--- src/design/epoch_seconds_to_civil_datetime_macros.svh ---
// Assertion macros for the epoch seconds to civil date and time converter.
// Included by the top level; the macros expect clk and rst in scope.
`ifndef EPOCH_SECONDS_TO_CIVIL_DATETIME_MACROS_SVH
`define EPOCH_SECONDS_TO_CIVIL_DATETIME_MACROS_SVH

// The condition implies the expression in the same cycle.
`define ES2CD_ASSERT_SAME(name, cond, expr, msg) \
  name: assert property (@(posedge clk) disable iff (rst) (cond) |-> (expr)) \
    else $error(msg);

// The condition implies the expression in the next cycle.
`define ES2CD_ASSERT_NEXT(name, cond, expr, msg) \
  name: assert property (@(posedge clk) disable iff (rst) (cond) |=> (expr)) \
    else $error(msg);

`endif

--- src/design/es2cd_pkg.sv ---
// Shared widths and constants for the epoch seconds to civil date converter.
// Used by es2cd_date and epoch_seconds_to_civil_datetime; no dependencies.
`default_nettype none

package es2cd_pkg;

  // Field widths.
  localparam int IN_W     = 40;
  localparam int YEAR_W   = 14;
  localparam int MONTH_W  = 4;
  localparam int DAY_W    = 5;
  localparam int HOUR_W   = 5;
  localparam int MINUTE_W = 6;
  localparam int SECOND_W = 6;

  // Internal value widths.
  localparam int XHI_W  = 31;   // input seconds above the low seven bits
  localparam int LO_W   = 7;
  localparam int DCNT_W = 22;   // whole days since the epoch
  localparam int SOD_W  = 17;   // seconds of the day
  localparam int MT_W   = 11;   // minutes of the day
  localparam int ERA_W  = 5;
  localparam int DOE_W  = 18;   // day of era
  localparam int YOE_W  = 9;    // year of era
  localparam int DOY_W  = 9;    // day of March-based year
  localparam int MP_W   = 4;    // March-based month
  localparam int T_W    = 11;
  localparam int Q36_W  = 3;
  localparam int Q1460_W = 7;
  localparam int C100_W = 2;

  // Pipeline length: input register through output register.
  localparam int DEPTH = 12;

  localparam logic [37:0] SEC_MAX = 38'd253402300799;

  // A day is 675 * 128 seconds; the factor of 128 is split off as bits.
  localparam logic [9:0]  DAY_ODD = 10'd675;

  // Division by a constant d of a value below 2^w: multiply by ceil(2^s / d)
  // with s = w + ceil(log2 d), then shift right by s. This is exact.
  localparam int          DAY_S   = 41;
  localparam logic [31:0] DAY_M   = 32'(((64'd1 << DAY_S) + 64'd674) / 64'd675);
  localparam int          P1_W    = XHI_W + 32;

  localparam logic [DCNT_W-1:0] Z_ADD    = 22'd719468;
  localparam logic [DOE_W-1:0]  ERA_DAYS = 18'd146097;
  localparam int                ERA_S    = 40;
  localparam logic [22:0]       ERA_M    =
    23'(((64'd1 << ERA_S) + 64'd146096) / 64'd146097);
  localparam int                PE_W     = DCNT_W + 23;

  localparam logic [5:0]  SEC_PER_MIN = 6'd60;
  localparam int          SEC60_S = 23;
  localparam logic [17:0] SEC60_M = 18'(((64'd1 << SEC60_S) + 64'd59) / 64'd60);
  localparam int          PS_W    = SOD_W + 18;
  localparam int          MIN60_S = 17;
  localparam logic [11:0] MIN60_M = 12'(((64'd1 << MIN60_S) + 64'd59) / 64'd60);
  localparam int          PH_W    = MT_W + 12;

  localparam int          Y1460_S = 29;
  localparam logic [18:0] Y1460_M = 19'(((64'd1 << Y1460_S) + 64'd1459) / 64'd1460);
  localparam int          Y365_S  = 27;
  localparam logic [18:0] Y365_M  = 19'(((64'd1 << Y365_S) + 64'd364) / 64'd365);
  localparam int          PY_W    = DOE_W + 19;

  localparam logic [DOE_W-1:0] CENT_1 = 18'd36524;
  localparam logic [DOE_W-1:0] CENT_2 = 18'd73048;
  localparam logic [DOE_W-1:0] CENT_3 = 18'd109572;
  localparam logic [DOE_W-1:0] CENT_4 = 18'd146096;

  localparam logic [DOE_W-1:0] DAYS_YEAR = 18'd365;
  localparam logic [YOE_W-1:0] YOE_C1    = 9'd100;
  localparam logic [YOE_W-1:0] YOE_C2    = 9'd200;
  localparam logic [YOE_W-1:0] YOE_C3    = 9'd300;
  localparam logic [YEAR_W-1:0] ERA_YEARS = 14'd400;

  localparam int          MP_S   = 19;
  localparam logic [11:0] MP_M   = 12'(((64'd1 << MP_S) + 64'd152) / 64'd153);
  localparam int          PM_W   = T_W + 12;

  localparam logic [MP_W-1:0] MP_JAN = 4'd10;

  // First day (0-based) of each March-based month within the year.
  function automatic logic [DOY_W-1:0] month_start(input logic [MP_W-1:0] mp);
    logic [DOY_W-1:0] r;
    unique case (mp)
      4'd0:    r = 9'd0;
      4'd1:    r = 9'd31;
      4'd2:    r = 9'd61;
      4'd3:    r = 9'd92;
      4'd4:    r = 9'd122;
      4'd5:    r = 9'd153;
      4'd6:    r = 9'd184;
      4'd7:    r = 9'd214;
      4'd8:    r = 9'd245;
      4'd9:    r = 9'd275;
      4'd10:   r = 9'd306;
      4'd11:   r = 9'd337;
      default: r = 9'd0;
    endcase
    return r;
  endfunction

endpackage

`default_nettype wire

--- src/design/es2cd_date.sv ---
// Day count to proleptic Gregorian year, month and day, nine register stages.
// Depends on es2cd_pkg for widths, reciprocal constants and the month table.
`default_nettype none

module es2cd_date (
  input  logic                          clk,
  input  logic                          en,
  input  logic                          ok,
  input  logic [es2cd_pkg::DCNT_W-1:0]  dcount,
  output logic [es2cd_pkg::YEAR_W-1:0]  year,
  output logic [es2cd_pkg::MONTH_W-1:0] month,
  output logic [es2cd_pkg::DAY_W-1:0]   day
);
  import es2cd_pkg::*;

  logic               ok3, ok4, ok5, ok6, ok7, ok8, ok9, ok10;
  logic [DCNT_W-1:0]  z3, z4;
  logic [PE_W-1:0]    pe4;
  logic [ERA_W-1:0]   era5, era6, era7, era8, era9, era10;
  logic [DOE_W-1:0]   doe5, doe6, doe7, doe8;
  logic [PY_W-1:0]    p1460_6, p365_8;
  logic [Q36_W-1:0]   q36_6;
  logic               q146_6;
  logic [DOE_W-1:0]   n7;
  logic [YOE_W-1:0]   yoe9, yoe10;
  logic [DOY_W-1:0]   doy9, doy10;
  logic [PM_W-1:0]    pm10;

  logic [ERA_W-1:0]   era_c;
  logic [DOE_W-1:0]   doe_c;
  logic [YOE_W-1:0]   yoe_c;
  logic [C100_W-1:0]  c100;
  logic [DOE_W-1:0]   ystart;
  logic [DOE_W-1:0]   doy_full;
  logic [T_W-1:0]     t_c;
  logic [MP_W-1:0]    mp_c;
  logic [MONTH_W-1:0] mo_c;
  logic [YEAR_W-1:0]  yr_c;
  logic [DOY_W-1:0]   day_full;

  assign era_c = pe4[ERA_S +: ERA_W];
  assign doe_c = DOE_W'(z4 - DCNT_W'(era_c) * DCNT_W'(ERA_DAYS));

  // Year of era: (doe - doe/1460 + doe/36524 - doe/146096) / 365.
  assign yoe_c = p365_8[Y365_S +: YOE_W];
  assign c100  = C100_W'(yoe_c >= YOE_C1) + C100_W'(yoe_c >= YOE_C2)
               + C100_W'(yoe_c >= YOE_C3);
  assign ystart = DOE_W'(yoe_c) * DAYS_YEAR + DOE_W'(yoe_c[YOE_W-1:2]) - DOE_W'(c100);
  assign doy_full = doe8 - ystart;

  assign t_c = T_W'(doy9) * T_W'(5) + T_W'(2);

  assign mp_c = pm10[MP_S +: MP_W];
  assign mo_c = (mp_c < MP_JAN) ? MONTH_W'(mp_c + MP_W'(3)) : MONTH_W'(mp_c - MP_W'(9));
  assign yr_c = YEAR_W'(yoe10) + YEAR_W'(era10) * ERA_YEARS
              + YEAR_W'(mo_c <= MONTH_W'(2));
  assign day_full = doy10 - month_start(mp_c) + DOY_W'(1);

  always_ff @(posedge clk) begin
    if (en) begin
      z3      <= dcount + Z_ADD;
      ok3     <= ok;

      pe4     <= PE_W'(z3) * PE_W'(ERA_M);
      z4      <= z3;
      ok4     <= ok3;

      era5    <= era_c;
      doe5    <= doe_c;
      ok5     <= ok4;

      p1460_6 <= PY_W'(doe5) * PY_W'(Y1460_M);
      q36_6   <= Q36_W'(doe5 >= CENT_1) + Q36_W'(doe5 >= CENT_2)
                 + Q36_W'(doe5 >= CENT_3) + Q36_W'(doe5 >= CENT_4);
      q146_6  <= (doe5 == CENT_4);
      doe6    <= doe5;
      era6    <= era5;
      ok6     <= ok5;

      n7      <= doe6 - DOE_W'(p1460_6[Y1460_S +: Q1460_W]) + DOE_W'(q36_6)
                 - DOE_W'(q146_6);
      doe7    <= doe6;
      era7    <= era6;
      ok7     <= ok6;

      p365_8  <= PY_W'(n7) * PY_W'(Y365_M);
      doe8    <= doe7;
      era8    <= era7;
      ok8     <= ok7;

      yoe9    <= yoe_c;
      doy9    <= doy_full[DOY_W-1:0];
      era9    <= era8;
      ok9     <= ok8;

      pm10    <= PM_W'(t_c) * PM_W'(MP_M);
      yoe10   <= yoe9;
      doy10   <= doy9;
      era10   <= era9;
      ok10    <= ok9;

      // Out-of-range items leave with all date fields cleared.
      year    <= ok10 ? yr_c : '0;
      month   <= ok10 ? mo_c : '0;
      day     <= ok10 ? day_full[DAY_W-1:0] : '0;
    end
  end

endmodule

`default_nettype wire

--- src/design/epoch_seconds_to_civil_datetime.sv ---
// Top level: epoch seconds to proleptic Gregorian date and time of day.
// Depends on es2cd_pkg, es2cd_date and the assertion macro header.
//
//   channel  valid        stall        payload
//   input    epoch_valid  epoch_stall  epoch_second
//   output   date_valid   date_stall   valid_res year month day hour minute second
//
// One item enters per cycle unless the output stalls; each result appears in the
// last of twelve register stages of reciprocal multiplies.
// Reset clears only the per-stage valid bits; there is no clearing pass.
// An output stall holds every stage while a finished result waits; epoch_stall
// rises only then, so one item per cycle flows whenever date_stall is low.
`default_nettype none
`include "epoch_seconds_to_civil_datetime_macros.svh"

module epoch_seconds_to_civil_datetime (
  input  logic                              clk,
  input  logic                              rst,
  input  logic                              epoch_valid,
  output logic                              epoch_stall,
  input  logic signed [es2cd_pkg::IN_W-1:0] epoch_second,
  output logic                              date_valid,
  input  logic                              date_stall,
  output logic                              valid_res,
  output logic [es2cd_pkg::YEAR_W-1:0]      year,
  output logic [es2cd_pkg::MONTH_W-1:0]     month,
  output logic [es2cd_pkg::DAY_W-1:0]       day,
  output logic [es2cd_pkg::HOUR_W-1:0]      hour,
  output logic [es2cd_pkg::MINUTE_W-1:0]    minute,
  output logic [es2cd_pkg::SECOND_W-1:0]    second
);
  import es2cd_pkg::*;

  localparam logic [YEAR_W-1:0] YEAR_LO = 14'd1970;
  localparam logic [YEAR_W-1:0] YEAR_HI = 14'd9999;

  logic [DEPTH-1:0] vld;
  logic             en;

  logic             ok0, ok1, ok2, ok3, ok4, ok5, ok6;
  logic             ok_d [7:DEPTH-2];
  logic [XHI_W-1:0] xhi0, xhi1;
  logic [LO_W-1:0]  lo0, lo1;
  logic [P1_W-1:0]  p1;
  logic [DCNT_W-1:0] dcount2;
  logic [SOD_W-1:0] sod2, sod3;
  logic [PS_W-1:0]  ps3;
  logic [MT_W-1:0]  mt4, mt5;
  logic [PH_W-1:0]  ph5;
  logic [SECOND_W-1:0] sec4, sec5, sec6;
  logic [HOUR_W-1:0]   hour6;
  logic [MINUTE_W-1:0] minute6;
  logic [HOUR_W-1:0]   hour_d   [7:DEPTH-2];
  logic [MINUTE_W-1:0] minute_d [7:DEPTH-2];
  logic [SECOND_W-1:0] second_d [7:DEPTH-2];

  logic [DCNT_W-1:0] dq;
  logic [XHI_W-1:0]  rem_full;
  logic [MT_W-1:0]   mt_c;
  logic [SOD_W-1:0]  sec_full;
  logic [HOUR_W-1:0] hr_c;
  logic [MT_W-1:0]   min_full;
  logic              fields_zero;
  logic              date_ok;

  // The whole pipeline advances unless a finished result is held.
  assign en          = !(vld[DEPTH-1] && date_stall);
  assign epoch_stall = !en;
  assign date_valid  = vld[DEPTH-1];

  always_ff @(posedge clk) begin
    if (rst) begin
      vld <= '0;
    end else if (en) begin
      vld <= {vld[DEPTH-2:0], epoch_valid};
    end
  end

  // Seconds to whole days and seconds of the day.
  assign dq       = p1[DAY_S +: DCNT_W];
  assign rem_full = xhi1 - XHI_W'(dq) * XHI_W'(DAY_ODD);

  // Seconds of the day to minutes, then minutes to hours.
  assign mt_c     = ps3[SEC60_S +: MT_W];
  assign sec_full = sod3 - SOD_W'(mt_c) * SOD_W'(SEC_PER_MIN);
  assign hr_c     = ph5[MIN60_S +: HOUR_W];
  assign min_full = mt5 - MT_W'(hr_c) * MT_W'(SEC_PER_MIN);

  always_ff @(posedge clk) begin
    if (en) begin
      ok0     <= (epoch_second[IN_W-1:IN_W-2] == 2'b00)
                 && (epoch_second[IN_W-3:0] <= SEC_MAX);
      xhi0    <= epoch_second[LO_W +: XHI_W];
      lo0     <= epoch_second[LO_W-1:0];

      p1      <= P1_W'(xhi0) * P1_W'(DAY_M);
      xhi1    <= xhi0;
      lo1     <= lo0;
      ok1     <= ok0;

      dcount2 <= dq;
      sod2    <= {rem_full[9:0], lo1};
      ok2     <= ok1;

      ps3     <= PS_W'(sod2) * PS_W'(SEC60_M);
      sod3    <= sod2;
      ok3     <= ok2;

      mt4     <= mt_c;
      sec4    <= sec_full[SECOND_W-1:0];
      ok4     <= ok3;

      ph5     <= PH_W'(mt4) * PH_W'(MIN60_M);
      mt5     <= mt4;
      sec5    <= sec4;
      ok5     <= ok4;

      hour6   <= hr_c;
      minute6 <= min_full[MINUTE_W-1:0];
      sec6    <= sec5;
      ok6     <= ok5;

      ok_d[7]     <= ok6;
      hour_d[7]   <= hour6;
      minute_d[7] <= minute6;
      second_d[7] <= sec6;
      for (int i = 8; i <= DEPTH - 2; i++) begin
        ok_d[i]     <= ok_d[i-1];
        hour_d[i]   <= hour_d[i-1];
        minute_d[i] <= minute_d[i-1];
        second_d[i] <= second_d[i-1];
      end

      valid_res <= ok_d[DEPTH-2];
      hour      <= ok_d[DEPTH-2] ? hour_d[DEPTH-2]   : '0;
      minute    <= ok_d[DEPTH-2] ? minute_d[DEPTH-2] : '0;
      second    <= ok_d[DEPTH-2] ? second_d[DEPTH-2] : '0;
    end
  end

  es2cd_date u_date (
    .clk    (clk),
    .en     (en),
    .ok     (ok2),
    .dcount (dcount2),
    .year   (year),
    .month  (month),
    .day    (day)
  );

  assign fields_zero = (year == '0) && (month == '0) && (day == '0)
                    && (hour == '0) && (minute == '0) && (second == '0);
  assign date_ok = (year >= YEAR_LO) && (year <= YEAR_HI)
                && (month >= MONTH_W'(1)) && (month <= MONTH_W'(12))
                && (day >= DAY_W'(1))
                && (hour <= HOUR_W'(23)) && (minute <= MINUTE_W'(59))
                && (second <= SECOND_W'(59));

  `ES2CD_ASSERT_SAME(a_invalid_zero, date_valid && !valid_res, fields_zero, "invalid item has fields")
  `ES2CD_ASSERT_SAME(a_date_range, date_valid && valid_res, date_ok, "result out of range")
  `ES2CD_ASSERT_NEXT(a_stall_holds, date_valid && date_stall, vld == $past(vld), "stall moved pipe")

endmodule

`default_nettype wire

--- config.mk ---
export PLATFORM = sky130hd
export DESIGN_NAME = epoch_seconds_to_civil_datetime
export DESIGN_NICKNAME = d
export VERILOG_FILES = /design/src/design/es2cd_pkg.sv /design/src/design/es2cd_date.sv /design/src/design/epoch_seconds_to_civil_datetime.sv
export VERILOG_INCLUDE_DIRS = /design/src /design/src/design
export SDC_FILE = /design/constraint.sdc
export NUM_CORES = 2
export LEC_CHECK = 0
export ABC_AREA = 1
export BUFFER_PORTS_ARGS = -buffer_cell sky130_fd_sc_hd__buf_2
export CAP_MARGIN = 10
export CORE_ASPECT_RATIO = 1.4
export CORE_MARGIN = 8
export CORE_UTILIZATION = 60
export DETAILED_ROUTE_END_ITERATION = 6
export MAX_ROUTING_LAYER = met4
export PLACE_DENSITY = 0.79
export SYNTH_ARGS = -nofsm -noshare
export SYNTH_HDL_FRONTEND = slang
export SYNTH_HIERARCHICAL = 1
export SYNTH_SLANG_ARGS = --single-unit
--- constraint.sdc ---
create_clock -name clk -period 20.3 [get_ports clk]
set_clock_uncertainty 0.05 [all_clocks]
set_input_delay 3.045 -clock clk [delete_from_list [all_inputs] [get_ports clk]]
set_output_delay 3.045 -clock clk [all_outputs]
set_load 0.05 [all_outputs]
# Word-level counts from Yosys, hierarchy flattened
# Memory sizes are Yosys's and may differ from the RTL's. A register that Yosys moved wholly into a read port is not among the register bits.
# Index checks and enable logic that the tools add are counted.
dict set report classes {
  n_addsub 23
  mul 14
  order_cmp 10
  eq_ne 1
  mux 3
  n_reduce_logical 9
}
# operator count
set op_table {}
lappend op_table {{$mul 18x16->33 const B} 2}
lappend op_table {{$mul 31x32->63 const B} 1}
lappend op_table {{$mul 22x22->44 const B} 1}
lappend op_table {{$le 38x38->1 const B} 1}
lappend op_table {{$ge 18x17->1 const B} 2}
lappend op_table {{$mul 17x18->34 const B} 1}
lappend op_table {{$mul 11x12->23 const B} 1}
lappend op_table {{$add 22x20->22 const B} 1}
lappend op_table {{$mul 11x12->22 const B} 1}
lappend op_table {{$mul 22x10->10 const B} 1}
lappend op_table {{$add 18x3->18} 1}
lappend op_table {{$eq 18x18->1 const B} 1}
lappend op_table {{$ge 18x16->1 const B} 1}
lappend op_table {{$ge 18x18->1 const B} 1}
lappend op_table {{$mul 5x18->18 const B} 1}
lappend op_table {{$sub 18x1->18} 1}
lappend op_table {{$sub 18x18->18} 1}
lappend op_table {{$sub 18x7->18} 1}
lappend op_table {{$add 14x1->14} 1}
lappend op_table {{$add 9x14->14} 1}
lappend op_table {{$sub 6x6->6} 2}
lappend op_table {{$add 11x2->11 const B} 1}
lappend op_table {{$mul 11x4->4 const B} 1}
lappend op_table {{$mul 9x3->11 const B} 1}
lappend op_table {{other kinds (24)} 33}
dict set report word_totals {
  reg_bits 623
  ramBits 72
  romBits 144
  in_bits 44
  output_inout_bits 43
  elab_cells 121
  mem_count 5
}
# name depth word_bits rd rd_ports_with_merged_regs wr line
set memory_table {}
lappend memory_table {{(name not given)} 16 9 1 1 0 es2cd_pkg.sv:87} ;# unique case (mp)
lappend memory_table {minute_d 4 6 4 1 4 epoch_seconds_to_civil_datetime.sv:54} ;# logic [MINUTE_W-1:0] minute_d [7:DEPTH-2];
lappend memory_table {second_d 4 6 4 1 4 epoch_seconds_to_civil_datetime.sv:55} ;# logic [SECOND_W-1:0] second_d [7:DEPTH-2];
lappend memory_table {hour_d 4 5 4 1 4 epoch_seconds_to_civil_datetime.sv:53} ;# logic [HOUR_W-1:0] hour_d [7:DEPTH-2];
lappend memory_table {ok_d 4 1 4 0 4 epoch_seconds_to_civil_datetime.sv:41} ;# logic ok_d [7:DEPTH-2];

# Logic depth before layout (Yosys ltp)
dict set report depth {
  depth_word 5
  depth_mapped 37
  mapped_depth_nobuf 37
}

# By module
# Netlist, hierarchy kept.
# module instances cells_per_inst area_per_inst_um2 seq_area_each_um2
set by_module_without_submodules {}
lappend by_module_without_submodules {es2cd_date 1 3625 35914.4 7126.8}
lappend by_module_without_submodules {epoch_seconds_to_civil_datetime 1 3317 31741.7 8678.3}

# Least setup slack after synthesis
# OpenSTA, ideal clock, no wires.
dict set report synth_timing {
  path_kind {input to register}
  start {input port date_stall}
  end {register (tool-made name)}
  setup_time_ns 0.112
  arrival_time_ns 19.989
  required_ns 20.138
  path_slack_ns 0.148
  stages 10
  path_buffers 2
  path_cell_list {nand2_1 clkbuf_1 buf_2 inv_1 o21ai_0 ha_1 nand3_1 nand2_1 nand2_1 nand2_1}
}
# item line
set synth_rtl {}
lappend synth_rtl {{from (decl)} epoch_seconds_to_civil_datetime.sv:23} ;# input logic date_stall,

# Worst setup path after layout
dict set report layout_timing {
  start {input port date_stall}
  end {output port epoch_stall}
}
dict set report layout_between {
  elab_chain_len 1
}
# item line
set layout_rtl {}
lappend layout_rtl {{$logic_and 1x1->1} epoch_seconds_to_civil_datetime.sv:67} ;# assign en = !(vld[DEPTH-1] && date_stall);
lappend layout_rtl {{to (decl)} epoch_seconds_to_civil_datetime.sv:20} ;# output logic epoch_stall,
# Every way passes these cells.

==> results.toml <==
[run]
cap_violations = 0

[timing]
tightest_slew_ps = 1070
slew_headroom = 0.284
setup_violations = 0
rsz0062_at_grt = "no"
hold_violations = 0
layout_min_cycle_time_ps = 7220
finalCritPeriodShare = 0.356
fin_tns_setup_ps = 0
final_max_slew_viol_count = 0
fmax_ghz = 0.138

[critical_path]
cp-end-kind = "output port"
path_max_fanout = 39
start_kind = "input pin"
crit_type = "in2out"
crit_top_cell = "buf_2"
crit_chain = "buf_2 > nand2_4 > inv_1 > buf_2"
crit_family = "buffers and inverters"
max_stage_delay_ps = 390
required_ps = 17200
arrival_ps = 4130
path_buf_inv = 3
crit_slowest_cell = "inv_1"

[clock_tree]
clkLatencyLatePin_ps = 670
cts_tree = "built"
cts_setup_buffers = 0
root_buffer = "clkbuf_16"
ctsHoldBuffers = 0
clock-sinks = 532
cts.reportedPaths.clkPinSlew_ps = 70
cts_made_buffers = 56
ctsResizeCount = 0
clk_path_buf_depth = 3
htree_levels = 2

[synth]
postSynthAreaPerCell_sq_um = 9.75
syn_area_sq_um = 67700
synthMuxAreaShare = 0
synth_flop_cell = "edfxtp_1"
synth-compound-area-share = 0.0447
yosys_register_bits = 532
syn-instance-count = 6942
yosys.area.top_type = "ha_1"
synth_xor_area_frac = 0.0189
ys_async_sr_fraction = 0
ys_warn_count = 6
synth-adder-area-share = 0.496
ys_types = 51
synth_simple_gate_area_frac = 0.107
synth_top_family_by_area = "adder cells"
synth_top_area_frac = 0.256
synth_edf_count = 515
ys_seq_area_frac = 0.234
syn_nets = 9180
synth_area_leaders = "ha_1 (26%), fa_1 (24%), edfxtp_1 (23%)"

[die]
start_util = 0.601
core_sq_um = 113000
fp.dieW_um = 300
pin_count = 87
die_height_um = 413
rows = 146
dieArea_sq_um = 124000

[placed_design]
place_congestion = 1.02
io_buffers = 86
hpwl_um = 136000

[layout]
nets = 9325
drive_above_1_share = 0.0364
antenna_cells = 0
syn2layout_area_growth_pct = 6.37

[route]
dr.first_iter.drc_count = 2349
wire_per_inst_um = 18.5
antenna_left = 0
first_pass_iters = 6
viasPerCell = 5.36
drt-total-wl_um = 159000
drc = 0
num_vias = 46200

[run_status]
status = "completed"

[grt]
antenna_found_initial = 1
gr-usage-all-layers = 0.269
overflow = 0
grt_pass1_wl_um = 256000
grt_pass1_vias = 50100
grt_start_max_net_pins = 196

[hold_path]
min_path_type = "reg2reg"
==> layer usage <==
layer | vias up | global-route usage | share of wire
met5 | - | - | 0
met4 | 0 | 0.135 | 0.061
li1 | 22200 | - | -
met2 | 1022 | 0.508 | 0.55
met3 | 470 | 0.0231 | 0.032
met1 | 22400 | 0.278 | 0.36
==> cell usage after synthesis (2+ instances only) <==
cell	count
o2111ai_1	2
ha_1	1385
inv_1	1787
o21bai_1	36
a21oi_1	281
o21ai_1	12
edfxtp_1	515
nor4_1	18
a31oi_1	17
and2_1	6
nor2_4	4
nor3_1	44
nor3_2	5
clkbuf_1	6
or2_2	7
xnor2_1	62
o211ai_1	7
nand2_1	1071
fa_1	809
o21a_1	15
nand2_2	15
nand3b_1	13
a21oi_2	2
nor2_1	296
nand3_2	5
dfxtp_1	17
nor2_2	18
inv_2	4
o21ai_0	111
o31ai_1	5
nand4_1	47
a21o_1	31
xor2_1	84
a211oi_1	6
nor3b_2	2
nor4_2	5
nand3_1	174
a21boi_0	5
==> cell families (layout without fill, tap and decap cells) <==
| group | count (synthesis) | in the layout |
|---|---|---|
| flip-flops | 532 | 532 |
| AND/OR/NAND/NOR | 1733 | 1733 |
| XOR/XNOR | 146 | 146 |
| AO/OA/AOI/OAI | 538 | 538 |
| adder cells (fa/ha/maj) | 2194 | 2194 |
| buffers and inverters | 1799 | 1992 |
==> worst paths after layout <==
| check | startpoint | to | slack [ps] | depth (start not counted) |
|---|---|---|---|---|
| max | date_stall | epoch_stall | 13080 | 4 |
| min | u_date/doe7[2] | u_date/doe8[2] | 360 | 0 |
| max reg2reg | u_date/doy9[1] | register | 13190 | 32 |
| min reg2reg | u_date/doe7[2] | u_date/doe8[2] | 360 | 0 |
==> flip-flops by register name, summed over array words and instances (netlist names), 20 cells and up, named ones only <==
signal     cells
minute_d      24
second_d      24
p1            22
xhi0          31
hour_d        20
dcount2       22
u_date/z3     22
==> cell type report <==
type	count	area [sq um]
multi-input cells	4611	45100
fillers	9007	40600
flip-flops and latches	532	15800
inverters	1792	6730
well taps	1480	1850
clock buffers	59	1410
clock inverters	47	552
repair buffers	94	515
==> cells in the final DEF (no fill, tap or decap), types with 18 or more instances in the layout <==
cell type / instances
a21o_1: 31
a21oi_1: 281
buf_2: 86
clkbuf_16: 56
edfxtp_1: 515
fa_1: 809
ha_1: 1385
inv_1: 1787
nand2_1: 1070
nand3_1: 174
nand4_1: 47
nor2_1: 296
nor2_2: 18
nor3_1: 44
nor4_1: 18
o21ai_0: 111
o21bai_1: 36
xnor2_1: 62
xor2_1: 84
==> per-stage QoR <==
step | utilization | cells | hold WS [ps] | cell area, sq um | setup slack [ps]
global route | 0.640 | 8615 | 358 | 72000 | 12630
CTS | 0.640 | 8615 | 352 | 72000 | 13040
global placement | 0.622 | 8509 | 350 | 70000 | 13050
finish | 0.640 | 8615 | 357 | 72000 | 13080
detailed placement | 0.622 | 8509 | 355 | 70000 | 13050
floorplan | - | 6942 | 350 | 67700 | 148
Power is left out: the tool's default activity adds up to more than one toggle a clock period on the data nets, which glitch-free logic cannot reach.
